<file path="src/rtl/plt_pkg.sv">
`timescale 1ns / 1ps
package plt_pkg;

    typedef logic [7:0] byte_t;

    // Character codes the tokenizer reacts to, and the case-fold offset.
    localparam byte_t CH_HASH  = 8'h23;
    localparam byte_t CH_SEMI  = 8'h3B;
    localparam byte_t CH_DQ    = 8'h22;
    localparam byte_t CH_EQ    = 8'h3D;
    localparam byte_t CH_BSL   = 8'h5C;
    localparam byte_t CH_CR    = 8'h0D;
    localparam byte_t CH_LF    = 8'h0A;
    localparam byte_t CH_STAR  = 8'h2A;
    localparam byte_t CH_SLASH = 8'h2F;
    localparam byte_t CH_SPACE = 8'h20;
    localparam byte_t CH_TAB   = 8'h09;
    localparam byte_t CH_UPA   = 8'h41;
    localparam byte_t CH_UPZ   = 8'h5A;
    localparam byte_t CASE_OFS = 8'h20;

    // Lexer modes.
    localparam logic [2:0] MODE_SKIP   = 3'd0;
    localparam logic [2:0] MODE_NORMAL = 3'd1;
    localparam logic [2:0] MODE_QUOTED = 3'd2;
    localparam logic [2:0] MODE_QESC   = 3'd3;
    localparam logic [2:0] MODE_LINE   = 3'd4;
    localparam logic [2:0] MODE_BLOCK  = 3'd5;

    // Result kinds.
    localparam logic [1:0] KIND_NAME  = 2'd0;
    localparam logic [1:0] KIND_VALUE = 2'd1;
    localparam logic [1:0] KIND_RAW   = 2'd2;
    localparam logic [1:0] KIND_NONE  = 2'd3;

    // Chunk geometry.
    localparam int         CHUNK_BYTES = 8;
    localparam logic [3:0] COUNT_FULL  = 4'd8;

endpackage

</file>
<file path="src/rtl/plt_ram.sv">
`timescale 1ns / 1ps
module plt_ram #(
    parameter int WIDTH = 8,
    parameter int DEPTH = 256
) (
    input  logic                     aclk,
    input  logic                     we,
    input  logic [$clog2(DEPTH)-1:0] waddr,
    input  logic [WIDTH-1:0]         wdata,
    input  logic [$clog2(DEPTH)-1:0] raddr,
    output logic [WIDTH-1:0]         rdata
);

    logic [WIDTH-1:0] mem [0:DEPTH-1];

    // One write port, one registered read port.
    always_ff @(posedge aclk) begin
        if (we) begin
            mem[waddr] <= wdata;
        end
        rdata <= mem[raddr];
    end

endmodule

</file>
<file path="src/rtl/property_line_tokenizer_core.sv">
`timescale 1ns / 1ps
// Channel   Direction  Payload
// s_        in         tdata[7:0] data_byte
// m_        out        tdata[63:0] chunk_bytes, [67:64] byte_count; tuser kind; tlast last
// cfg_      in         cfg_wdata case_fold, written when cfg_wen is high
//
// A byte that ends no token is lexed, then its stored characters (0 to 3) are written to
// the token store one by one. A token end adds a quote check of the value, an escape check
// of each byte of a quoted value, and a chunk-by-chunk walk of the token store through its
// single read port; one shared sequencer does all of this.
// Reset is synchronous, active low, and clears all control state; the store is not cleared.
// s_tready is low while a byte or a token is being worked on; a stalled m_ side holds the walk.
module property_line_tokenizer_core #(
    parameter int TOKEN_BYTES = 256
) (
    input  logic        aclk,
    input  logic        aresetn,
    input  logic        s_tvalid,
    output logic        s_tready,
    input  logic [7:0]  s_tdata,   // [7:0] data_byte
    output logic        m_tvalid,
    input  logic        m_tready,
    output logic [71:0] m_tdata,   // [63:0] chunk_bytes, [67:64] byte_count, rest zero
    output logic [1:0]  m_tuser,   // [1:0] kind
    output logic        m_tlast,   // last
    input  logic        cfg_wen,
    input  logic        cfg_wdata  // [0] case_fold
);
    import plt_pkg::*;

    localparam int AW = $clog2(TOKEN_BYTES);
    localparam int LW = $clog2(TOKEN_BYTES + 1);
    localparam logic [LW-1:0] TB_L = LW'(TOKEN_BYTES);
    localparam logic [LW-1:0] ONE_L = LW'(1);
    localparam logic [LW-1:0] TWO_L = LW'(2);

    localparam logic [3:0] S_IDLE = 4'd0;
    localparam logic [3:0] S_PUSH = 4'd1;
    localparam logic [3:0] S_END  = 4'd2;
    localparam logic [3:0] S_CK1  = 4'd3;
    localparam logic [3:0] S_CK2  = 4'd4;
    localparam logic [3:0] S_CK3  = 4'd5;
    localparam logic [3:0] S_CK4  = 4'd6;
    localparam logic [3:0] S_SCR  = 4'd7;
    localparam logic [3:0] S_SCD  = 4'd8;
    localparam logic [3:0] S_RD   = 4'd9;
    localparam logic [3:0] S_DAT  = 4'd10;
    localparam logic [3:0] S_OUT  = 4'd11;

    logic [3:0]    state_reg, state_next;
    logic [2:0]    mode_reg, mode_next;
    logic [1:0]    hc_reg, hc_next;
    byte_t         h0_reg, h0_next, h1_reg, h1_next;
    logic [LW-1:0] raw_reg, raw_next;
    logic [LW-1:0] len_reg, len_next;
    logic [LW-1:0] eqpos_reg, eqpos_next;
    logic          eqseen_reg, eqseen_next;
    logic [1:0]    qp_reg, qp_next;
    logic          fold_reg;
    byte_t         q_reg [0:4];
    byte_t         q_next [0:4];
    logic [2:0]    qn_reg, qn_next, qi_reg, qi_next;
    logic          endf_reg, endf_next;
    logic [LW-1:0] ptr_reg, ptr_next, end_reg, end_next;
    logic          quoted_reg, quoted_next, firstq_reg, firstq_next;
    logic [1:0]    kind_reg, kind_next;
    logic          seglast_reg, seglast_next, unesc_reg, unesc_next;
    logic          esc_reg, esc_next, any_reg, any_next;
    logic [3:0]    cnt_reg, cnt_next;
    logic [63:0]   acc_reg, acc_next;
    logic          mvalid_reg, mvalid_next;
    logic [63:0]   mchunk_reg, mchunk_next;
    logic [3:0]    mcount_reg, mcount_next;
    logic [1:0]    mkind_reg, mkind_next;
    logic          mlast_reg, mlast_next;

    byte_t         ram_rdata;
    logic          ram_we;

    // Lexer decisions for one accepted byte.
    byte_t         lx_q [0:4];
    logic [2:0]    lx_qn;
    logic [2:0]    lx_mode;
    logic [1:0]    lx_hc;
    byte_t         lx_h0, lx_h1;
    logic          lx_end;
    logic [LW-1:0] lx_raw;

    assign s_tready = (state_reg == S_IDLE);
    assign m_tvalid = mvalid_reg;
    assign m_tdata  = {4'b0000, mcount_reg, mchunk_reg};
    assign m_tuser  = mkind_reg;
    assign m_tlast  = mlast_reg;

    plt_ram #(.WIDTH(8), .DEPTH(TOKEN_BYTES)) u_store (
        .aclk  (aclk),
        .we    (ram_we),
        .waddr (len_reg[AW-1:0]),
        .wdata (q_reg[qi_reg]),
        .raddr (ptr_reg[AW-1:0]),
        .rdata (ram_rdata)
    );

    assign ram_we = (state_reg == S_PUSH) && (len_reg < TB_L);

    // Byte lexer: characters to store, end of token, next mode and lookahead.
    always_comb begin
        logic  nfresh;
        logic  qfresh;
        byte_t b;
        b      = s_tdata;
        nfresh = 1'b0;
        qfresh = 1'b0;
        for (int i = 0; i < 5; i++) begin
            lx_q[i] = 8'h00;
        end
        lx_qn   = 3'd0;
        lx_mode = mode_reg;
        lx_hc   = hc_reg;
        lx_h0   = h0_reg;
        lx_h1   = h1_reg;
        lx_end  = 1'b0;
        lx_raw  = raw_reg;
        if (mode_reg == MODE_SKIP && (b == CH_LF || b == CH_CR || b == CH_SEMI)) begin
            lx_mode = MODE_SKIP;
        end else begin
            if (mode_reg == MODE_SKIP || mode_reg > MODE_BLOCK) begin
                lx_mode = MODE_NORMAL;
            end
            lx_raw = raw_reg + ONE_L;
            unique case (lx_mode)
                MODE_QUOTED, MODE_QESC: begin
                    qfresh = 1'b1;
                    if (hc_reg != 2'd0) begin
                        lx_hc = 2'd0;
                        if (b == CH_LF) begin
                            lx_end = 1'b1;
                            qfresh = 1'b0;
                        end else begin
                            lx_q[lx_qn] = CH_CR;
                            lx_qn = lx_qn + 3'd1;
                            lx_mode = MODE_QUOTED;
                        end
                    end
                end
                MODE_LINE: begin
                    if (b == CH_LF) begin
                        lx_end = 1'b1;
                    end
                end
                MODE_BLOCK: begin
                    if (hc_reg != 2'd0 && b == CH_SLASH) begin
                        lx_hc = 2'd0;
                        lx_mode = MODE_NORMAL;
                    end else if (b == CH_STAR) begin
                        lx_hc = 2'd1;
                        lx_h0 = b;
                    end else begin
                        lx_hc = 2'd0;
                    end
                end
                default: begin
                    if (hc_reg == 2'd0) begin
                        nfresh = 1'b1;
                    end else if (hc_reg == 2'd2) begin
                        lx_hc = 2'd0;
                        if (b != CH_LF) begin
                            lx_q[0] = CH_BSL;
                            lx_q[1] = CH_CR;
                            lx_qn = 3'd2;
                            nfresh = 1'b1;
                        end
                    end else begin
                        lx_hc = 2'd0;
                        if (h0_reg == CH_CR) begin
                            if (b == CH_LF) begin
                                lx_end = 1'b1;
                            end else begin
                                lx_q[0] = CH_CR;
                                lx_qn = 3'd1;
                                nfresh = 1'b1;
                            end
                        end else if (h0_reg == CH_SLASH) begin
                            if (b == CH_STAR) begin
                                lx_mode = MODE_BLOCK;
                            end else begin
                                lx_q[0] = CH_SLASH;
                                lx_qn = 3'd1;
                                nfresh = 1'b1;
                            end
                        end else begin
                            if (b == CH_CR) begin
                                lx_hc = 2'd2;
                                lx_h0 = CH_BSL;
                                lx_h1 = CH_CR;
                            end else if (b != CH_LF) begin
                                lx_q[0] = CH_BSL;
                                lx_qn = 3'd1;
                                nfresh = 1'b1;
                            end
                        end
                    end
                end
            endcase

            // A fresh byte outside quotes.
            if (nfresh) begin
                if (b == CH_HASH) begin
                    lx_mode = MODE_LINE;
                end else if (b == CH_SLASH || b == CH_BSL || b == CH_CR) begin
                    lx_hc = 2'd1;
                    lx_h0 = b;
                end else if (b == CH_SEMI || b == CH_LF) begin
                    lx_end = 1'b1;
                end else if (b != CH_SPACE && b != CH_TAB) begin
                    lx_q[lx_qn] = b;
                    lx_qn = lx_qn + 3'd1;
                    if (b == CH_DQ) begin
                        lx_mode = MODE_QUOTED;
                    end
                end
            end

            // A fresh byte inside quotes.
            if (qfresh) begin
                if (b == CH_LF) begin
                    lx_end = 1'b1;
                end else if (b == CH_CR) begin
                    lx_hc = 2'd1;
                    lx_h0 = b;
                end else if (lx_mode == MODE_QESC) begin
                    lx_q[lx_qn] = b;
                    lx_qn = lx_qn + 3'd1;
                    lx_mode = MODE_QUOTED;
                end else begin
                    lx_q[lx_qn] = b;
                    lx_qn = lx_qn + 3'd1;
                    if (b == CH_BSL) begin
                        lx_mode = MODE_QESC;
                    end else if (b == CH_DQ) begin
                        lx_mode = MODE_NORMAL;
                    end
                end
            end

            // Store full: held lookahead becomes text, then the token ends.
            if (!lx_end && lx_raw == TB_L) begin
                if (lx_mode == MODE_NORMAL) begin
                    if (lx_hc != 2'd0) begin
                        lx_q[lx_qn] = lx_h0;
                        lx_qn = lx_qn + 3'd1;
                    end
                    if (lx_hc == 2'd2) begin
                        lx_q[lx_qn] = lx_h1;
                        lx_qn = lx_qn + 3'd1;
                    end
                end else if (lx_mode == MODE_QUOTED || lx_mode == MODE_QESC) begin
                    if (lx_hc != 2'd0) begin
                        lx_q[lx_qn] = lx_h0;
                        lx_qn = lx_qn + 3'd1;
                    end
                end
                lx_end = 1'b1;
            end
        end
        if (lx_end) begin
            lx_mode = MODE_SKIP;
            lx_hc   = 2'd0;
            lx_raw  = '0;
        end
    end

    // Sequencer: store characters, check the token, walk the store into chunks.
    always_comb begin
        byte_t         c;
        byte_t         cv;
        logic          app;
        logic [LW-1:0] pn;
        logic [LW-1:0] v0;
        logic [LW-1:0] vlen;
        logic          go_mal;
        logic          go_name;
        logic          go_value;
        logic          tok_clear;

        state_next   = state_reg;
        mode_next    = mode_reg;
        hc_next      = hc_reg;
        h0_next      = h0_reg;
        h1_next      = h1_reg;
        raw_next     = raw_reg;
        len_next     = len_reg;
        eqpos_next   = eqpos_reg;
        eqseen_next  = eqseen_reg;
        qp_next      = qp_reg;
        for (int i = 0; i < 5; i++) begin
            q_next[i] = q_reg[i];
        end
        qn_next      = qn_reg;
        qi_next      = qi_reg;
        endf_next    = endf_reg;
        ptr_next     = ptr_reg;
        end_next     = end_reg;
        quoted_next  = quoted_reg;
        firstq_next  = firstq_reg;
        kind_next    = kind_reg;
        seglast_next = seglast_reg;
        unesc_next   = unesc_reg;
        esc_next     = esc_reg;
        any_next     = any_reg;
        cnt_next     = cnt_reg;
        acc_next     = acc_reg;
        mvalid_next  = mvalid_reg && !m_tready;
        mchunk_next  = mchunk_reg;
        mcount_next  = mcount_reg;
        mkind_next   = mkind_reg;
        mlast_next   = mlast_reg;

        c         = ram_rdata;
        cv        = ram_rdata;
        app       = 1'b1;
        pn        = ptr_reg + ONE_L;
        v0        = eqpos_reg + ONE_L;
        vlen      = len_reg - v0;
        go_mal    = 1'b0;
        go_name   = 1'b0;
        go_value  = 1'b0;
        tok_clear = 1'b0;

        unique case (state_reg)
            S_IDLE: begin
                if (s_tvalid) begin
                    mode_next = lx_mode;
                    hc_next   = lx_hc;
                    h0_next   = lx_h0;
                    h1_next   = lx_h1;
                    raw_next  = lx_raw;
                    for (int i = 0; i < 5; i++) begin
                        q_next[i] = lx_q[i];
                    end
                    qn_next   = lx_qn;
                    qi_next   = 3'd0;
                    endf_next = lx_end;
                    if (lx_qn != 3'd0) begin
                        state_next = S_PUSH;
                    end else if (lx_end) begin
                        state_next = S_END;
                    end
                end
            end
            S_PUSH: begin
                // One character per cycle through the store's write port.
                if (len_reg < TB_L) begin
                    if (q_reg[qi_reg] == CH_EQ && !eqseen_reg) begin
                        eqseen_next = 1'b1;
                        eqpos_next  = len_reg;
                    end
                    if (qp_reg[1]) begin
                        qp_next = {1'b0, qp_reg[0]};
                    end else if (q_reg[qi_reg] == CH_BSL) begin
                        qp_next = {1'b1, qp_reg[0]};
                    end else if (q_reg[qi_reg] == CH_DQ) begin
                        qp_next = {qp_reg[1], !qp_reg[0]};
                    end
                    len_next = len_reg + ONE_L;
                end
                qi_next = qi_reg + 3'd1;
                if (qi_reg + 3'd1 == qn_reg) begin
                    state_next = endf_reg ? S_END : S_IDLE;
                end
            end
            S_END: begin
                if (len_reg == '0) begin
                    tok_clear = 1'b1;
                end else if (qp_reg[0] || !eqseen_reg || eqpos_reg == '0) begin
                    go_mal = 1'b1;
                end else if (vlen < TWO_L) begin
                    quoted_next = 1'b0;
                    go_name     = 1'b1;
                end else begin
                    ptr_next   = v0;
                    state_next = S_CK1;
                end
            end
            S_CK1: begin
                state_next = S_CK2;
            end
            S_CK2: begin
                firstq_next = (c == CH_DQ);
                ptr_next    = len_reg - ONE_L;
                state_next  = S_CK3;
            end
            S_CK3: begin
                state_next = S_CK4;
            end
            S_CK4: begin
                quoted_next = firstq_reg && (c == CH_DQ);
                esc_next    = 1'b0;
                if (!(firstq_reg && (c == CH_DQ)) || vlen == TWO_L) begin
                    go_name = 1'b1;
                end else begin
                    ptr_next   = v0 + ONE_L;
                    state_next = S_SCR;
                end
            end
            S_SCR: begin
                state_next = S_SCD;
            end
            S_SCD: begin
                // Look for a backslash left open before the closing quote.
                if (esc_reg) begin
                    esc_next = 1'b0;
                end else if (c == CH_BSL) begin
                    esc_next = 1'b1;
                end
                ptr_next = pn;
                if (pn == len_reg - ONE_L) begin
                    if (esc_reg || c != CH_BSL) begin
                        go_name = 1'b1;
                    end else begin
                        go_mal = 1'b1;
                    end
                end else begin
                    state_next = S_SCR;
                end
            end
            S_RD: begin
                if (ptr_reg == end_reg) begin
                    state_next = S_OUT;
                end else begin
                    state_next = S_DAT;
                end
            end
            S_DAT: begin
                if (unesc_reg) begin
                    if (esc_reg) begin
                        esc_next = 1'b0;
                    end else if (c == CH_BSL) begin
                        esc_next = 1'b1;
                        app      = 1'b0;
                    end
                end else if (kind_reg != KIND_VALUE && fold_reg &&
                             c >= CH_UPA && c <= CH_UPZ) begin
                    cv = c + CASE_OFS;
                end
                if (app) begin
                    acc_next[{cnt_reg[2:0], 3'b000} +: 8] = cv;
                    cnt_next = cnt_reg + 4'd1;
                end
                ptr_next = pn;
                if (cnt_next == COUNT_FULL ||
                    (pn == end_reg && (cnt_next != 4'd0 || !any_reg))) begin
                    state_next = S_OUT;
                end else if (pn == end_reg) begin
                    if (kind_reg == KIND_NAME) begin
                        go_value = 1'b1;
                    end else begin
                        tok_clear = 1'b1;
                    end
                end else begin
                    state_next = S_RD;
                end
            end
            S_OUT: begin
                // Hand a chunk to the output register once it is free.
                if (!mvalid_reg || m_tready) begin
                    mvalid_next = 1'b1;
                    mchunk_next = acc_reg;
                    mcount_next = cnt_reg;
                    mkind_next  = kind_reg;
                    mlast_next  = seglast_reg && (ptr_reg == end_reg);
                    any_next    = 1'b1;
                    cnt_next    = 4'd0;
                    acc_next    = '0;
                    if (ptr_reg != end_reg) begin
                        state_next = S_RD;
                    end else if (kind_reg == KIND_NAME) begin
                        go_value = 1'b1;
                    end else begin
                        tok_clear = 1'b1;
                    end
                end
            end
            default: begin
                state_next = S_IDLE;
            end
        endcase

        // Segment setup for the store walk.
        if (go_mal || go_name || go_value) begin
            esc_next   = 1'b0;
            any_next   = 1'b0;
            cnt_next   = 4'd0;
            acc_next   = '0;
            state_next = S_RD;
        end
        if (go_mal) begin
            kind_next    = KIND_RAW;
            ptr_next     = '0;
            end_next     = len_reg;
            unesc_next   = 1'b0;
            seglast_next = 1'b1;
        end
        if (go_name) begin
            kind_next    = KIND_NAME;
            ptr_next     = '0;
            end_next     = eqpos_reg;
            unesc_next   = 1'b0;
            seglast_next = 1'b0;
        end
        if (go_value) begin
            kind_next    = KIND_VALUE;
            ptr_next     = quoted_reg ? v0 + ONE_L : v0;
            end_next     = quoted_reg ? len_reg - ONE_L : len_reg;
            unesc_next   = quoted_reg;
            seglast_next = 1'b1;
        end
        if (tok_clear) begin
            len_next    = '0;
            eqpos_next  = '0;
            eqseen_next = 1'b0;
            qp_next     = 2'd0;
            state_next  = S_IDLE;
        end
    end

    // Control registers.
    always_ff @(posedge aclk) begin
        if (!aresetn) begin
            state_reg  <= S_IDLE;
            mode_reg   <= MODE_SKIP;
            hc_reg     <= 2'd0;
            raw_reg    <= '0;
            len_reg    <= '0;
            eqpos_reg  <= '0;
            eqseen_reg <= 1'b0;
            qp_reg     <= 2'd0;
            fold_reg   <= 1'b0;
            mvalid_reg <= 1'b0;
        end else begin
            state_reg  <= state_next;
            mode_reg   <= mode_next;
            hc_reg     <= hc_next;
            raw_reg    <= raw_next;
            len_reg    <= len_next;
            eqpos_reg  <= eqpos_next;
            eqseen_reg <= eqseen_next;
            qp_reg     <= qp_next;
            mvalid_reg <= mvalid_next;
            if (cfg_wen) begin
                fold_reg <= cfg_wdata;
            end
        end
    end

    // Payload and walk registers.
    always_ff @(posedge aclk) begin
        h0_reg      <= h0_next;
        h1_reg      <= h1_next;
        for (int i = 0; i < 5; i++) begin
            q_reg[i] <= q_next[i];
        end
        qn_reg      <= qn_next;
        qi_reg      <= qi_next;
        endf_reg    <= endf_next;
        ptr_reg     <= ptr_next;
        end_reg     <= end_next;
        quoted_reg  <= quoted_next;
        firstq_reg  <= firstq_next;
        kind_reg    <= kind_next;
        seglast_reg <= seglast_next;
        unesc_reg   <= unesc_next;
        esc_reg     <= esc_next;
        any_reg     <= any_next;
        cnt_reg     <= cnt_next;
        acc_reg     <= acc_next;
        mchunk_reg  <= mchunk_next;
        mcount_reg  <= mcount_next;
        mkind_reg   <= mkind_next;
        mlast_reg   <= mlast_next;
    end

endmodule

</file>
<file path="config.mk">
export PLATFORM = sky130hd
export DESIGN_NAME = property_line_tokenizer_core
export DESIGN_NICKNAME = d
export VERILOG_FILES = /design/src/rtl/plt_pkg.sv /design/src/rtl/plt_ram.sv /design/src/rtl/property_line_tokenizer_core.sv
export SDC_FILE = /design/constraint.sdc
export NUM_CORES = 2
export LEC_CHECK = 0
export BUFFER_PORTS_ARGS = -buffer_cell sky130_fd_sc_hd__buf_2
export CAP_MARGIN = 20
export CORE_MARGIN = 3
export CORE_UTILIZATION = 61
export CTS_BUF_LIST = sky130_fd_sc_hd__clkbuf_2
export CTS_CLUSTER_SIZE = 12
export DETAILED_ROUTE_END_ITERATION = 6
export PLACE_DENSITY = 0.75
export SYNTH_ARGS = -nofsm -noshare
export SYNTH_HDL_FRONTEND = slang
export SYNTH_SLANG_ARGS = --single-unit
</file>
<file path="constraint.sdc">
create_clock -name aclk -period 6 [get_ports aclk]
set_clock_uncertainty 0.05 [all_clocks]
set_input_delay 0 -clock aclk [delete_from_list [all_inputs] [get_ports aclk]]
set_output_delay 0 -clock aclk [all_outputs]
set_load 0.02 [all_outputs]
</file>
==> out/results.ini <==
[sta]
worst_slack_ps=44.3
tightest_slew_ps=1190
max_freq_ghz=0.168
post-route-period-util_pct=99.3
relSlewSlack_pct=20.5
tns_ps=0
setup_viol=0
final_hold_viol_count=0
rsz0062_at_grt=false
period_minus_slack_ps=5960
slew_violations=0

[synthesis]
synth_top_flop_cell=edfxtp_1
syn-cell-area_sq_mm=0.0933
syn_avg_cell_area_sq_um=19.7
synth_cells=4733
synth_cell_types=103
synth-seq-area-share_pct=73.3
async_flop_share_pct=0
synth-edff-count=2195
ys_ff_latch=2320
yosys_warnings=0

[cts]
cts_buffers=575
postCtsSetupBuffers=0
clk_latency_ps=1780
clk_path_buf_depth=4
cts_tree=built
clkSinkCount=2320
path_clk_slew_ps=100
cts_root_buf=clkbuf_2
htreeDepth=6

[power]
power.density_mw_per_mm2=413
p_comb_share_pct=24.7
power_frac_seq_pct=51.5
swShare_pct=31.6
p_int_uw=28800
ir_drop_v=0.000485
power.static_leakage_uw=0.0332
clkPwrFrac_pct=23.8
p_sw_uw=13300

[finish]
drive_above_1_share_pct=31.4
syn_to_final_growth_pct=9.08
largest_register_ffs=2048
fin_cells=7696
final_common_cell=edfxtp_1
utilization_pct=67.5
final_cell_mix=2195 x edfxtp_1, 830 x clkbuf_2, 688 x mux4_2
seq_area_sq_mm=0.0684
fillers=9863
multi_input_area_sq_mm=0.0237
final_nets=5332
fin_area_sq_mm=0.102

[critical_path]
critPathRequiredTime_ps=7580
start_kind=input pin
ff2ff_setup_slack_ps=410
critPathCaptureType=flip-flop
cp.arrival_ps=7540
crit_fanout=11
critPathKind=input pin to flip-flop

[global_routing]
grt_use_met1_pct=39.3
grt_max_degree=177
met3_usage_pct=7.00
grt_pass1_wl_microns=322000
grt_use_met2_pct=43.9
grt_most_used_layer=met2
grt.total_usage_pct=28.0
grt_overflow=0
grt_pass1_vias=49800
antenna_found_initial=6

[floorplan]
die_y_microns=397
pin_count=91
die_w_microns=397
start_util_pct=61.9
rows=142
die-area_sq_mm=0.158
design.core.area_sq_mm=0.151

[route]
drcViolationCount=0
drtPass1Iterations=6
drt-total-wl_microns=216000
ant_nets=0
drt_iter0_drc=5125
num_vias=49400
viasPerCell=6.42
wl_per_cell_microns=28.1

[min_path]
hp-class=input pin to flip-flop

[place]
dp_hpwl_microns=128000
dpl-instance-area_sq_mm=0.0959
pre_cts_ws_ps=830
portBuffers=86
dp.cells=6639
finalWeightedCongestion=0.911

[outcome]
outcome=finished clean

[job]
drv_cap=0

## final cells by class
class	count	area share, %
Antenna cell	10	0.0246
Clock buffer	830	4.08
Clock inverter	131	0.740
Inverter	46	0.177
Multi-Input combinational cell	2103	23.3
Sequential cell	2320	67.2
Tap cell	2016	2.48
Timing Repair Buffer	240	1.96
## synthesized netlist by cell type (all sizes together) (21+ instances only)
master / n / area, sq um
edfxtp: 2195 / 65900
mux4: 688 / 15500
nor2: 410 / 1550
nand2: 166 / 623
clkbuf: 156 / 586
dfxtp: 125 / 2500
buf: 119 / 588
a21oi: 105 / 544
nand3: 101 / 510
o21ai: 52 / 260
nor3: 51 / 260
inv: 45 / 169
xnor2: 42 / 368
a31oi: 36 / 225
ha: 31 / 388
nor2b: 30 / 188
xor2: 24 / 210
and3: 22 / 143
and2: 21 / 131
## through the flow
step | power (uW) | hold WS (ps)
final | 42100 | 202
after global routing | 43800 | 78.3
after CTS | 42300 | 29.4
after detailed placement | 32400 | 250
after global placement | 32000 | 241
after floorplan | 28400 | 78.2
## cell families after synthesis
kind of cell    synth area share, %
simple gates                   4.70
fa+ha+maj                     0.437
xor+xnor                      0.644
mux                            16.8
buf+inv                        1.44
other cells                 0.00402
compound gates                 2.62
flops                          73.3
## routing by layer
| metal | vias up | part of all wire, % |
|---|---|---|
| met3 | 395 | 9.5 |
| met2 | 2666 | 49 |
| met5 | - | 0 |
| met1 | 25400 | 38 |
| li1 | 20900 | - |
| met4 | 0 | 3.0 |
## path summary, 6_finish.rpt
| kind | start | to | cells after the start |
|---|---|---|---|
| max | s_tdata[4] | hc_reg[0]$_SDFFE_PN0P_ | 18 |
| min | s_tdata[6] | q_reg[0][3]$_SDFFCE_PP0P_ | 8 |
| max reg2reg | h0_reg[1]$_DFFE_PP_ | hc_reg[0]$_SDFFE_PN0P_ | 13 |
| min reg2reg | acc_reg[44]$_SDFFE_PP0P_ | mchunk_reg[44]$_DFFE_PP_ | 0 |
## power by group through the flow
| stage | Combinational, uW | Sequential [uW] | Clock, uW |
|---|---|---|---|
| after floorplan | 6340 | 22100 | 0 |
| after global placement | 10000 | 22000 | 0 |
| after detailed placement | 10400 | 22000 | 0 |
| after CTS | 10400 | 21700 | 10200 |
| after global routing | 11000 | 21700 | 11100 |
| final | 10400 | 21700 | 10000 |
## critical path, cell delays in order
cell and delay [ps]:
dlygate4sd3_1 530, buf_2 120, dlygate4sd3_1 710, or4_4 580, dlygate4sd3_1 680, nor2_4 150, dlygate4sd3_1 730, a211oi_1 120
dlygate4sd3_1 590, a211oi_2 250, dlygate4sd3_1 730, nand2b_1 240, nor3_1 220, dlygate4sd3_1 580, a21oi_1 40, dlygate4sd3_1 580
nor2b_1 120, dlygate4sd3_1 570
## timing repair
action                     4_1_cts  5_1_grt
gates resized for setup          0        1
hold endpoints to repair       288       21
setup endpoints to repair        0        1
hold buffers                    81        5
Power figures use the tool's default switching activity.
